$ cat src/rtl/ims_pkg.sv
`default_nettype none
// ----------------------------------------------------------------------------
// ims_pkg
// Shared constants for the island Moran birth-death step unit.
// ----------------------------------------------------------------------------
package ims_pkg;

    localparam int DEMES  = 16;
    localparam int DEME_W = $clog2(DEMES);
    localparam int FEC_W  = 46;
    localparam int CUM_W  = FEC_W + $clog2(2 * DEMES);

    localparam int NUM_W  = 34;
    localparam int DEN_W  = 10;

    // reciprocal of DEMES - 1 for the migration weight of the other demes
    localparam int          MIG_SHIFT = 35;
    localparam logic [32:0] MIG_RECIP = 33'(((64'd1 << MIG_SHIFT) + 64'(DEMES) - 64'd2)
                                            / 64'(DEMES - 1));

    localparam logic [2:0] REG_SEL_STRENGTH = 3'd0;
    localparam logic [2:0] REG_HELP_COST    = 3'd1;
    localparam logic [2:0] REG_HELP_BENEFIT = 3'd2;
    localparam logic [2:0] REG_MIG_PROB     = 3'd3;
    localparam logic [2:0] REG_MUT_PROB     = 3'd4;
    localparam logic [2:0] REG_MUT_BIAS     = 3'd5;
    localparam logic [2:0] REG_EXCL_SELF    = 3'd6;
    localparam logic [2:0] REG_DEME_SIZE    = 3'd7;

endpackage
`default_nettype wire

$ cat src/rtl/ims_div.sv
`default_nettype none
// ----------------------------------------------------------------------------
// ims_div
// Restoring unsigned divider, one quotient bit per cycle. A zero divisor
// gives a zero quotient.
// ----------------------------------------------------------------------------
module ims_div
(
    input  wire                          clk,
    input  wire                          rst_n,
    input  wire                          start,
    input  wire [ims_pkg::NUM_W-1:0]     num,
    input  wire [ims_pkg::DEN_W-1:0]     den,
    output logic                         done,
    output logic [ims_pkg::NUM_W-1:0]    quo
);
    import ims_pkg::*;

    localparam int CNT_W = $clog2(NUM_W + 1);

    logic              run_reg;
    logic [CNT_W-1:0]  cnt_reg;
    logic              zero_reg;
    logic              done_reg;
    logic [DEN_W-1:0]  den_reg;
    logic [DEN_W-1:0]  rem_reg;
    logic [NUM_W-1:0]  quo_reg;
    logic [DEN_W:0]    rem_sh;
    logic              ge;

    assign rem_sh = {rem_reg, quo_reg[NUM_W-1]};
    assign ge     = rem_sh >= {1'b0, den_reg};

    always_ff @(posedge clk or negedge rst_n)
    begin
        if (!rst_n)
        begin
            run_reg  <= 1'b0;
            cnt_reg  <= '0;
            done_reg <= 1'b0;
        end
        else
        begin
            done_reg <= 1'b0;
            if (start)
            begin
                run_reg <= 1'b1;
                cnt_reg <= CNT_W'(NUM_W);
            end
            else if (run_reg)
            begin
                cnt_reg <= cnt_reg - 1'b1;
                if (cnt_reg == CNT_W'(1))
                begin
                    run_reg  <= 1'b0;
                    done_reg <= 1'b1;
                end
            end
        end
    end

    always_ff @(posedge clk)
    begin
        if (start)
        begin
            den_reg  <= den;
            zero_reg <= (den == '0);
            rem_reg  <= '0;
            quo_reg  <= num;
        end
        else if (run_reg)
        begin
            rem_reg <= ge ? DEN_W'(rem_sh - {1'b0, den_reg}) : rem_sh[DEN_W-1:0];
            quo_reg <= {quo_reg[NUM_W-2:0], ge};
        end
    end

    assign done = done_reg;
    assign quo  = zero_reg ? '0 : quo_reg;

endmodule
`default_nettype wire
$ cat config.mk
export PLATFORM = sky130hd
export DESIGN_NAME = ims_div
export DESIGN_NICKNAME = d
export VERILOG_FILES = /design/src/rtl/ims_pkg.sv /design/src/rtl/ims_div.sv
export SDC_FILE = /design/constraint.sdc
export NUM_CORES = 1
export LEC_CHECK = 0
export ABC_CLOCK_PERIOD_IN_PS = 2900
export BUFFER_PORTS_ARGS = -buffer_cell sky130_fd_sc_hd__clkbuf_2
export CAP_MARGIN = 20
export CORE_MARGIN = 5
export CORE_UTILIZATION = 30
export CTS_CLUSTER_DIAMETER = 200
export DETAILED_ROUTE_END_ITERATION = 10
export GPL_TIMING_DRIVEN = 0
export PLACE_DENSITY_LB_ADDON = 0.12
export SLEW_MARGIN = 30
export SYNTH_ARGS = -nofsm -noshare
export SYNTH_HDL_FRONTEND = slang
export SYNTH_SLANG_ARGS = --single-unit
$ cat constraint.sdc
create_clock -name clk -period 2.9 [get_ports clk]
set_input_delay 0.725 -clock clk [delete_from_list [all_inputs] [get_ports clk]]
set_output_delay 0.725 -clock clk [all_outputs]
set_load 0.005 [all_outputs]
==> Word-level counts from Yosys, hierarchy flattened <==
Cells that the tools add are included.
{ "word_totals": {"out_inout_bits": 35, "in_bits": 47, "regBits": 63, "elab_cells": 25} }
{ "op_classes": {"reduce_logical": 2, "n_mux": 12, "order_cmp": 1, "add_sub_neg": 2, "eq_ne": 1} }
{ "op_table": {"columns": ["op", "count"], "rows": [
  ["34-bit 2-to-1 mux", 3],
  ["6-bit 2-to-1 mux", 2],
  ["11-bit by 10-bit greater-or-equal comparator with 1-bit output", 1],
  ["10-bit logical NOT", 1],
  ["10-bit 2-to-1 mux", 1],
  ["10-bit subtractor", 1],
  ["6-bit by 1-bit equality test with 1-bit output, second input constant", 1],
  ["1-bit 2-to-1 mux", 6],
  ["6-bit by 1-bit subtractor with 6-bit output, second input constant", 1],
  ["2-bit nonzero test", 1]
]} }

==> Depth between registers and ports, before layout <==
Gate-level depths: netlist (run 1).
{ "logic_depth": {"depth_word": 4, "depth_mapped": 10, "depth_no_buf": 10} }

==> Worst setup path after synthesis (run 1) <==
OpenSTA, ideal clock, no wires.
{ "synth_timing": {"path_kind": "input to register", "from": "input port start", "to": "register quo_reg[0] (enable)", "arrival_ps": 2074, "stages": 4, "n_path_buf": 2, "setup_slack_ps": 437, "setup_ps": 389, "required_time_ps": 2511, "cell_sequence": "clkbuf_1 > clkbuf_1 > nor2_1 > inv_1"} }
{ "synth_between": {"elab_chain_cells": 1} }
{ "synth_rtl": {"columns": ["item", "line_no", "rtl"], "rows": [
  ["start: declaration", "ims_div.sv:11", "input wire start,"],
  ["2-bit nonzero test (no line)", null, null],
  ["end signal: assignment", "ims_div.sv:69", "quo_reg <= num;"],
  ["end signal: assignment", "ims_div.sv:74", "quo_reg <= {quo_reg[NUM_W-2:0], ge};"],
  ["end: declaration", "ims_div.sv:27", "logic [NUM_W-1:0] quo_reg;"]
]} }
Every way passes these cells.
A chain may end at the register's enable or synchronous reset.

==> Worst setup path in the final report (run 1) <==
{ "layout_timing": {"from": "input port start", "to": "register quo_reg[4] (enable)"} }
The elaborated chain is that of the path after synthesis.

==> metrics.txt, run 1 <==
# TYPE chip_impl_metric gauge
chip_impl_metric{name="yosys_warnings",unit=""} 0
chip_impl_info{name="ctsRootBufferMaster",value="clkbuf_8"} 1
chip_impl_metric{name="ys_types",unit=""} 49
chip_impl_metric{name="clock-skew-final",unit="ns"} 0.00888
chip_impl_metric{name="worst-r2r-setup-slack",unit="ns"} 0.35
chip_impl_metric{name="irDropWorstVdd",unit="mV"} 0.274
chip_impl_metric{name="clkLatencyLatePin",unit="ns"} 0.34
chip_impl_metric{name="post_cts.repair.setup_buffers",unit=""} 0
chip_impl_info{name="netlist_top_cells_area",value="edfxtp_1, mux2_2, nor2b_1"} 1
chip_impl_metric{name="worst_slack",unit="ns"} 0.277
chip_impl_metric{name="area_used_by_sequential_logic_in_the_layout",unit="µm²"} 1750
chip_impl_metric{name="drc",unit=""} 0
chip_impl_metric{name="power_frac_seq",unit="%"} 43.2
chip_impl_metric{name="grt_pass1_vias",unit=""} 2490
chip_impl_metric{name="largest_register_ffs",unit=""} 34
chip_impl_metric{name="totalPowerFinal",unit="mW"} 2.85
chip_impl_metric{name="timing.final.crit_share",unit="%"} 90.4
chip_impl_metric{name="layout-drive-gt1-share",unit="%"} 36.7
chip_impl_metric{name="cp.arrival",unit="ns"} 2.52
chip_impl_metric{name="cp_data_required_time",unit="ns"} 2.80
chip_impl_metric{name="cts_buffers",unit=""} 9
chip_impl_metric{name="floorplan.initialDensity",unit="%"} 30.6
chip_impl_info{name="min_path_type",value="in2async"} 1
chip_impl_info{name="critical_path.reg2reg.endpoint",value="rem_reg[8]$_SDFFE_PP0P_"} 1
chip_impl_metric{name="setup_viol",unit=""} 0
chip_impl_metric{name="synth-edff-count",unit=""} 45
chip_impl_metric{name="cts_htree_levels",unit=""} 3
chip_impl_metric{name="core_area",unit="µm²"} 10800
chip_impl_metric{name="route.detailed.vias_per_inst",unit=""} 4.66
chip_impl_metric{name="worstRegToRegCells",unit=""} 10
chip_impl_metric{name="ys_ff_latch",unit=""} 63
chip_impl_metric{name="die_width",unit="µm"} 115
chip_impl_metric{name="power_density_over_the_cells",unit="nW/µm²"} 698
chip_impl_info{name="rsz0062_at_grt",value="no"} 1
chip_impl_metric{name="synth-seq-area-share",unit="%"} 52.7
chip_impl_metric{name="synthesis.instances",unit=""} 276
chip_impl_metric{name="wirelength",unit="µm"} 7460
chip_impl_metric{name="post-synth-top-area-fraction",unit="%"} 40.7
chip_impl_metric{name="final_cell_count_no_fill",unit=""} 513
chip_impl_metric{name="syn_avg_cell_area",unit="µm²"} 12.0
chip_impl_metric{name="p_int",unit="mW"} 1.96
chip_impl_metric{name="slew_headroom",unit="%"} 59.9
chip_impl_metric{name="power_leakage",unit="nW"} 1.77
chip_impl_metric{name="synthesis.nets",unit=""} 336
chip_impl_metric{name="worst-path-max-fanout",unit=""} 34
chip_impl_info{name="synth_top_cell_by_area",value="edfxtp_1"} 1
chip_impl_metric{name="areaGrowthSynthToFinish",unit="%"} 23.0
chip_impl_info{name="post-synth-top-count-cell",value="edfxtp_1"} 1
chip_impl_metric{name="clock.fmax",unit="MHz"} 381
chip_impl_metric{name="die_h",unit="µm"} 115
chip_impl_metric{name="insertedDiodeCount",unit=""} 0
chip_impl_info{name="worstReg2RegStart",value="quo_reg[33]$_DFFE_PP_"} 1
chip_impl_metric{name="overflow",unit=""} 0
chip_impl_metric{name="max_slew.worst_pin.slew",unit="ns"} 0.601
chip_impl_metric{name="grtUsageTotal",unit="%"} 11.8
chip_impl_metric{name="cap_viol_max_count",unit=""} 0
chip_impl_metric{name="num_rows",unit=""} 38
chip_impl_metric{name="antenna_found_initial",unit=""} 0
chip_impl_info{name="synthFlopType",value="edfxtp_1"} 1
chip_impl_metric{name="final_nets",unit=""} 428
chip_impl_info{name="crit_top_cell",value="clkbuf_1"} 1
chip_impl_metric{name="area_used_by_multi_input_combinational_logic",unit="µm²"} 1460
chip_impl_metric{name="drt-pass1-iter-count",unit=""} 4
chip_impl_info{name="crit_chain",value="clkbuf_2 > clkbuf_1 > clkbuf_1 > nor2_1 > clkinv_2"} 1
chip_impl_metric{name="gpl.final_weighted_congestion",unit=""} 0.791
chip_impl_metric{name="wl_per_cell",unit="µm"} 14.5
chip_impl_metric{name="cts.sink_count",unit=""} 63
chip_impl_metric{name="design.portCount",unit=""} 82
chip_impl_metric{name="via_count",unit=""} 2391
chip_impl_metric{name="dp_hpwl",unit="µm"} 5610
chip_impl_metric{name="power.net_switching",unit="µW"} 891
chip_impl_metric{name="fillCellCount",unit=""} 1098
chip_impl_metric{name="mappedNetlistArea",unit="µm²"} 3320
chip_impl_metric{name="share_comb_of_total_power",unit="%"} 31.1
chip_impl_info{name="critPathSlowestCell",value="clkinv_2"} 1
chip_impl_metric{name="grt_first_pass_wirelength",unit="µm"} 12200
chip_impl_metric{name="clock_power_share",unit="%"} 25.7
chip_impl_metric{name="report.final.slew_viol_count",unit=""} 0
chip_impl_metric{name="placedCellCount",unit=""} 497
chip_impl_metric{name="worst_setup_hold_path_clk_slew",unit="ns"} 0.07
chip_impl_metric{name="asyncSetResetFlopFracSynth",unit="%"} 12.7
chip_impl_metric{name="worst_path_largest_cell_delay",unit="ns"} 0.57
chip_impl_metric{name="drt_iter0_markers",unit=""} 53
chip_impl_metric{name="post-place-ws",unit="ns"} -0.247
chip_impl_metric{name="final_period_minus_worst_setup_slack",unit="ns"} 2.62
chip_impl_metric{name="cts_max_path_buffers",unit=""} 2
chip_impl_info{name="critPathCaptureType",value="flop"} 1
chip_impl_metric{name="drtAntennaViolNets",unit=""} 0
chip_impl_metric{name="grt_max_degree",unit=""} 35
chip_impl_info{name="worstSetupPathType",value="in2reg"} 1
chip_impl_metric{name="power.share.switching",unit="%"} 31.3
chip_impl_metric{name="finalHoldViolCount",unit=""} 0
chip_impl_info{name="cp-start-kind",value="input pin"} 1
chip_impl_info{name="tritoncts",value="done"} 1
chip_impl_metric{name="io_buffers",unit=""} 81
chip_impl_info{name="synth_commonest_cells",value="edfxtp_1, nor2b_1, mux2_2"} 1
chip_impl_info{name="status",value="complete, no violations"} 1
chip_impl_metric{name="die_area",unit="µm²"} 13300
how the worst max path moves through the flow:
stage / depth (start not counted) / slack (ns) / endpoint / startpoint
after floorplan: 4 / 0.44 / quo_reg[0]$_DFFE_PP_ / start
after global placement: 5 / -0.69 / quo_reg[8]$_DFFE_PP_ / start
after detailed placement: 5 / -0.25 / quo_reg[8]$_DFFE_PP_ / start
after CTS: 5 / 0.12 / quo_reg[4]$_DFFE_PP_ / start
after global routing: 5 / 0.09 / quo_reg[4]$_DFFE_PP_ / start
final: 5 / 0.28 / quo_reg[4]$_DFFE_PP_ / start
layer usage:
metal	global-route usage, %	part of all wire, %	up-vias
met5	0	0	-
met4	4.69	1.5	0
met3	3.95	5.9	10
met2	18.2	46	58
met1	15.3	47	1140
li1	-	-	1183
critical path, delay by kind of cell:
family / cells / cell delay (ns)
AND/OR/NAND/NOR: 1 / 0.37
buffers and inverters: 4 / 1.40
layout make-up:
class | count | share of cell area [%]
Multi-Input combinational cell | 186 | 35.8
Clock buffer | 12 | 3.31
Inverter | 14 | 1.32
Sequential cell | 63 | 42.9
Tap cell | 140 | 4.29
Timing Repair Buffer | 81 | 9.92
Buffer | 13 | 1.38
Clock inverter | 4 | 1.13
metrics by stage:
step                setup TNS, ns  cell area (µm²)  hold slack [ns]  util (%)
detailed placement          -8.37             3900            0.508      36.0
global route                    0             4090            0.210      37.7
CTS                             0             4080            0.206      37.7
finish                          0             4090            0.217      37.7
floorplan                       0             3320            0.429         -
global placement           -23.37             3900            0.501      36.0
cells by family (layout without fill, tap and decap cells):
| kind of cell | count (synthesis) | in the layout | synth area share (%) |
|---|---|---|---|
| flip-flops | 63 | 63 | 52.7 |
| AO/OA/AOI/OAI | 36 | 36 | 8.21 |
| adder cells (fa/ha/maj) | 13 | 13 | 5.12 |
| buffers and inverters | 27 | 124 | 3.28 |
| AND/OR/NAND/NOR | 88 | 88 | 14.8 |
| XOR/XNOR | 10 | 10 | 2.64 |
| multiplexers | 39 | 39 | 13.2 |
power by group through the flow:
stage | logic [mW] | clock network (mW) | registers [mW]
finish | 0.886 | 0.733 | 1.23
global route | 1.01 | 0.792 | 1.25
detailed placement | 0.895 | 0 | 1.25
CTS | 0.901 | 0.757 | 1.23
floorplan | 0.682 | 0 | 1.20
global placement | 0.901 | 0 | 1.25
repair_timing:
action	CTS	global route
endpoints found under the hold margin	0	0
gates resized for setup	0	1
hold buffers	0	0
endpoints found under the setup margin	0	32
layout by cell type (no fill, tap or decap), types with 5 or more instances in the layout:
cell type / n
a211oi_1: 7
clkbuf_1: 14
clkbuf_2: 81
clkbuf_8: 9
dfrtp_1: 8
dfxtp_1: 10
edfxtp_1: 45
ha_1: 12
inv_1: 13
mux2_2: 34
nand2_1: 9
nor2_1: 19
nor2b_1: 36
xnor2_1: 5
xor2_1: 5
(Power assumes the default switching activity.)
==> run 2: changes to the inputs <==
--- a/config.mk
+++ b/config.mk
@@ -5,7 +5,7 @@
 export SDC_FILE = /design/constraint.sdc
 export NUM_CORES = 1
 export LEC_CHECK = 0
-export ABC_CLOCK_PERIOD_IN_PS = 2900
+export ABC_CLOCK_PERIOD_IN_PS = 2100
 export BUFFER_PORTS_ARGS = -buffer_cell sky130_fd_sc_hd__clkbuf_2
 export CAP_MARGIN = 20
 export CORE_MARGIN = 5
==> constraint.sdc (replaced) <==
create_clock -name clk -period 2.1 [get_ports clk]
set_input_delay 0.525 -clock clk [delete_from_list [all_inputs] [get_ports clk]]
set_output_delay 0.525 -clock clk [all_outputs]
set_load 0.005 [all_outputs]
==> metrics.txt, run 2 (synthesized netlist as in run 1, its figures left out) <==
# TYPE chip_impl_metric gauge
chip_impl_metric{name="design.portCount",unit=""} 82
chip_impl_metric{name="share_comb_of_total_power",unit="%"} 35.0
chip_impl_metric{name="worst_slack",unit="ns"} -0.206
chip_impl_info{name="critPathCaptureType",value="flop"} 1
chip_impl_info{name="tritoncts",value="done"} 1
chip_impl_metric{name="gpl.final_weighted_congestion",unit=""} 0.712
chip_impl_metric{name="power_density_over_the_cells",unit="nW/µm²"} 1020
chip_impl_metric{name="final_cell_count_no_fill",unit=""} 526
chip_impl_metric{name="max_slew.worst_pin.slew",unit="ns"} 0.599
chip_impl_metric{name="cp.arrival",unit="ns"} 2.51
chip_impl_metric{name="drtAntennaViolNets",unit=""} 0
chip_impl_metric{name="cts_htree_levels",unit=""} 3
chip_impl_metric{name="route.detailed.vias_per_inst",unit=""} 4.65
chip_impl_metric{name="layout-drive-gt1-share",unit="%"} 46.9
chip_impl_metric{name="cts_max_path_buffers",unit=""} 2
chip_impl_info{name="layout_common_cells",value="clkbuf_2, edfxtp_1, nor2b_1, mux2_2, nor2_1"} 1
chip_impl_info{name="layout.cells.most_common",value="clkbuf_2"} 1
chip_impl_metric{name="grtUsageTotal",unit="%"} 12.1
chip_impl_metric{name="grt_first_pass_wirelength",unit="µm"} 12400
chip_impl_metric{name="clock_power_share",unit="%"} 27.0
chip_impl_metric{name="worst-path-max-fanout",unit=""} 2
chip_impl_metric{name="die_h",unit="µm"} 115
chip_impl_metric{name="areaGrowthSynthToFinish",unit="%"} 33.4
chip_impl_metric{name="insertedDiodeCount",unit=""} 0
chip_impl_metric{name="antenna_found_initial",unit=""} 0
chip_impl_metric{name="floorplan.initialDensity",unit="%"} 30.6
chip_impl_metric{name="power.share.switching",unit="%"} 31.5
chip_impl_metric{name="wirelength",unit="µm"} 7840
chip_impl_metric{name="grt_max_degree",unit=""} 18
chip_impl_metric{name="io_buffers",unit=""} 81
chip_impl_metric{name="final_nets",unit=""} 441
chip_impl_metric{name="core_area",unit="µm²"} 10800
chip_impl_metric{name="power.net_switching",unit="mW"} 1.43
chip_impl_info{name="ctsRootBufferMaster",value="clkbuf_8"} 1
chip_impl_metric{name="final.hold.worst_slack",unit="ns"} 0.0222
chip_impl_metric{name="largest_register_ffs",unit=""} 34
chip_impl_metric{name="setup_viol",unit=""} 7
chip_impl_metric{name="num_rows",unit=""} 38
chip_impl_metric{name="grt_pass1_vias",unit=""} 2534
chip_impl_metric{name="slew_headroom",unit="%"} 59.5
chip_impl_metric{name="ctsHoldBuffers",unit=""} 0
chip_impl_metric{name="overflow",unit=""} 0
chip_impl_metric{name="power_leakage",unit="nW"} 1.88
chip_impl_metric{name="p_int",unit="mW"} 3.11
chip_impl_metric{name="final.setup.tns",unit="ns"} -0.567
chip_impl_metric{name="cp_data_required_time",unit="ns"} 2.30
chip_impl_metric{name="drt_iter0_markers",unit=""} 82
chip_impl_info{name="violated_checks",value="negative setup slack"} 1
chip_impl_metric{name="die_area",unit="µm²"} 13300
chip_impl_metric{name="die_width",unit="µm"} 115
chip_impl_metric{name="report.final.slew_viol_count",unit=""} 0
chip_impl_metric{name="via_count",unit=""} 2447
chip_impl_metric{name="irDropWorstVdd",unit="mV"} 0.364
chip_impl_metric{name="drt-pass1-iter-count",unit=""} 4
chip_impl_metric{name="clock-skew-final",unit="ns"} 0.0107
chip_impl_info{name="rsz0062_at_grt",value="yes"} 1
chip_impl_metric{name="cts.sink_count",unit=""} 63
chip_impl_metric{name="cap_viol_max_count",unit=""} 0
chip_impl_metric{name="worst_setup_hold_path_clk_slew",unit="ns"} 0.08
chip_impl_metric{name="postLayoutCoreUtil",unit="%"} 40.9
chip_impl_metric{name="final_period_minus_worst_setup_slack",unit="ns"} 2.31
chip_impl_metric{name="clock.fmax",unit="MHz"} 434
chip_impl_metric{name="placedCellCount",unit=""} 497
chip_impl_metric{name="drc",unit=""} 0
chip_impl_info{name="status",value="finished, violations left"} 1
chip_impl_metric{name="finalHoldViolCount",unit=""} 0
chip_impl_info{name="worstSetupPathType",value="reg2reg"} 1
chip_impl_metric{name="cts_buffers",unit=""} 9
chip_impl_metric{name="wl_per_cell",unit="µm"} 14.9
chip_impl_metric{name="clkLatencyLatePin",unit="ns"} 0.34
chip_impl_metric{name="timing.final.crit_share",unit="%"} 110
chip_impl_metric{name="power_frac_seq",unit="%"} 38.0
chip_impl_info{name="min_path_type",value="in2async"} 1
chip_impl_info{name="cp-start-kind",value="flop"} 1
chip_impl_metric{name="dp_hpwl",unit="µm"} 5590
-- run 2: cell count changes in the layout (fill, tap and decap cells not counted), moves of 3 or more --
| cell | delta |
|---|---|
| clkbuf_2 | +5 |
| clkbuf_1 | -8 |
| clkinvlp_4 | +3 |
| buf_4 | +11 |
| ha_4 | +9 |
| ha_1 | -9 |
-- run 2: worst max-delay path: stages, from the launching register on --
cell and delay (ns):
edfxtp_1 0.38, inv_2 0.11, ha_4 0.14, inv_2 0.03
fa_2 0.36, a211oi_4 0.30, nor3_2 0.08, o31a_1 0.26
or3_1 0.32, nand3_2 0.08, a311oi_2 0.09
-- run 2: final cells by class --
| cell class | instances | area, µm² |
|---|---|---|
| multi-input cells | 187 | 1660 |
| repair buffers | 93 | 499 |
| clock buffers | 10 | 138 |
| inverters | 14 | 56.3 |
| fillers | 1073 | 6410 |
| plain buffers | 12 | 51.3 |
| well taps | 140 | 175 |
| repair inverters | 1 | 7.51 |
| flip-flops and latches | 63 | 1750 |
| clock inverters | 6 | 92.6 |
-- run 2: power by group through the flow --
stage               Sequential, mW  Clock [mW]  Combinational, mW
global route                  1.75        1.32               1.76
finish                        1.73        1.23               1.59
CTS                           1.72        1.27               1.51
global placement              1.74           0               1.31
floorplan                     1.68           0               1.01
detailed placement            1.73           0               1.31
-- run 2: repair_timing --
item / in CTS / in global routing
gates cloned: 2 / 0
setup buffers: 11 / 1
endpoints found under the setup margin: 46 / 84
pin swaps: 16 / 4
resized for setup: 19 / 14
-- run 2: final timing paths --
path	end	cells past startpoint	slack [ns]	start
max in group asynchronous	cnt_reg[0]$_DFFE_PN0P_	1	1.88	rst_n
min reg2reg	cnt_reg[1]$_DFFE_PN0P_	2	0.55	cnt_reg[1]$_DFFE_PN0P_
max	rem_reg[8]$_SDFFE_PP0P_	10	-0.21	quo_reg[33]$_DFFE_PP_
max reg2reg	rem_reg[8]$_SDFFE_PP0P_	10	-0.21	quo_reg[33]$_DFFE_PP_
min	cnt_reg[4]$_DFFE_PN0P_	1	0.02	rst_n
min in group clk	den_reg[5]$_DFFE_PP_	1	0.37	den[5]
-- run 2: stage by stage --
step / power, mW / setup WS [ns] / instance area, µm²
final: 4.54 / -0.206 / 4430
after global routing: 4.83 / -0.282 / 4430
after CTS: 4.50 / -0.181 / 4380
after detailed placement: 3.04 / -0.928 / 3970
after global placement: 3.05 / -0.968 / 3970
after floorplan: 2.69 / -0.157 / 3390
-- run 2: per-layer routing --
metal / vias up / wire length (µm) / track usage (%)
met3: 13 / 392 / 4.11
li1: 1204 / - / -
met5: - / 0 / 0
met1: 1169 / 3560 / 15.4
met4: 0 / 184 / 5.01
met2: 61 / 3710 / 18.8
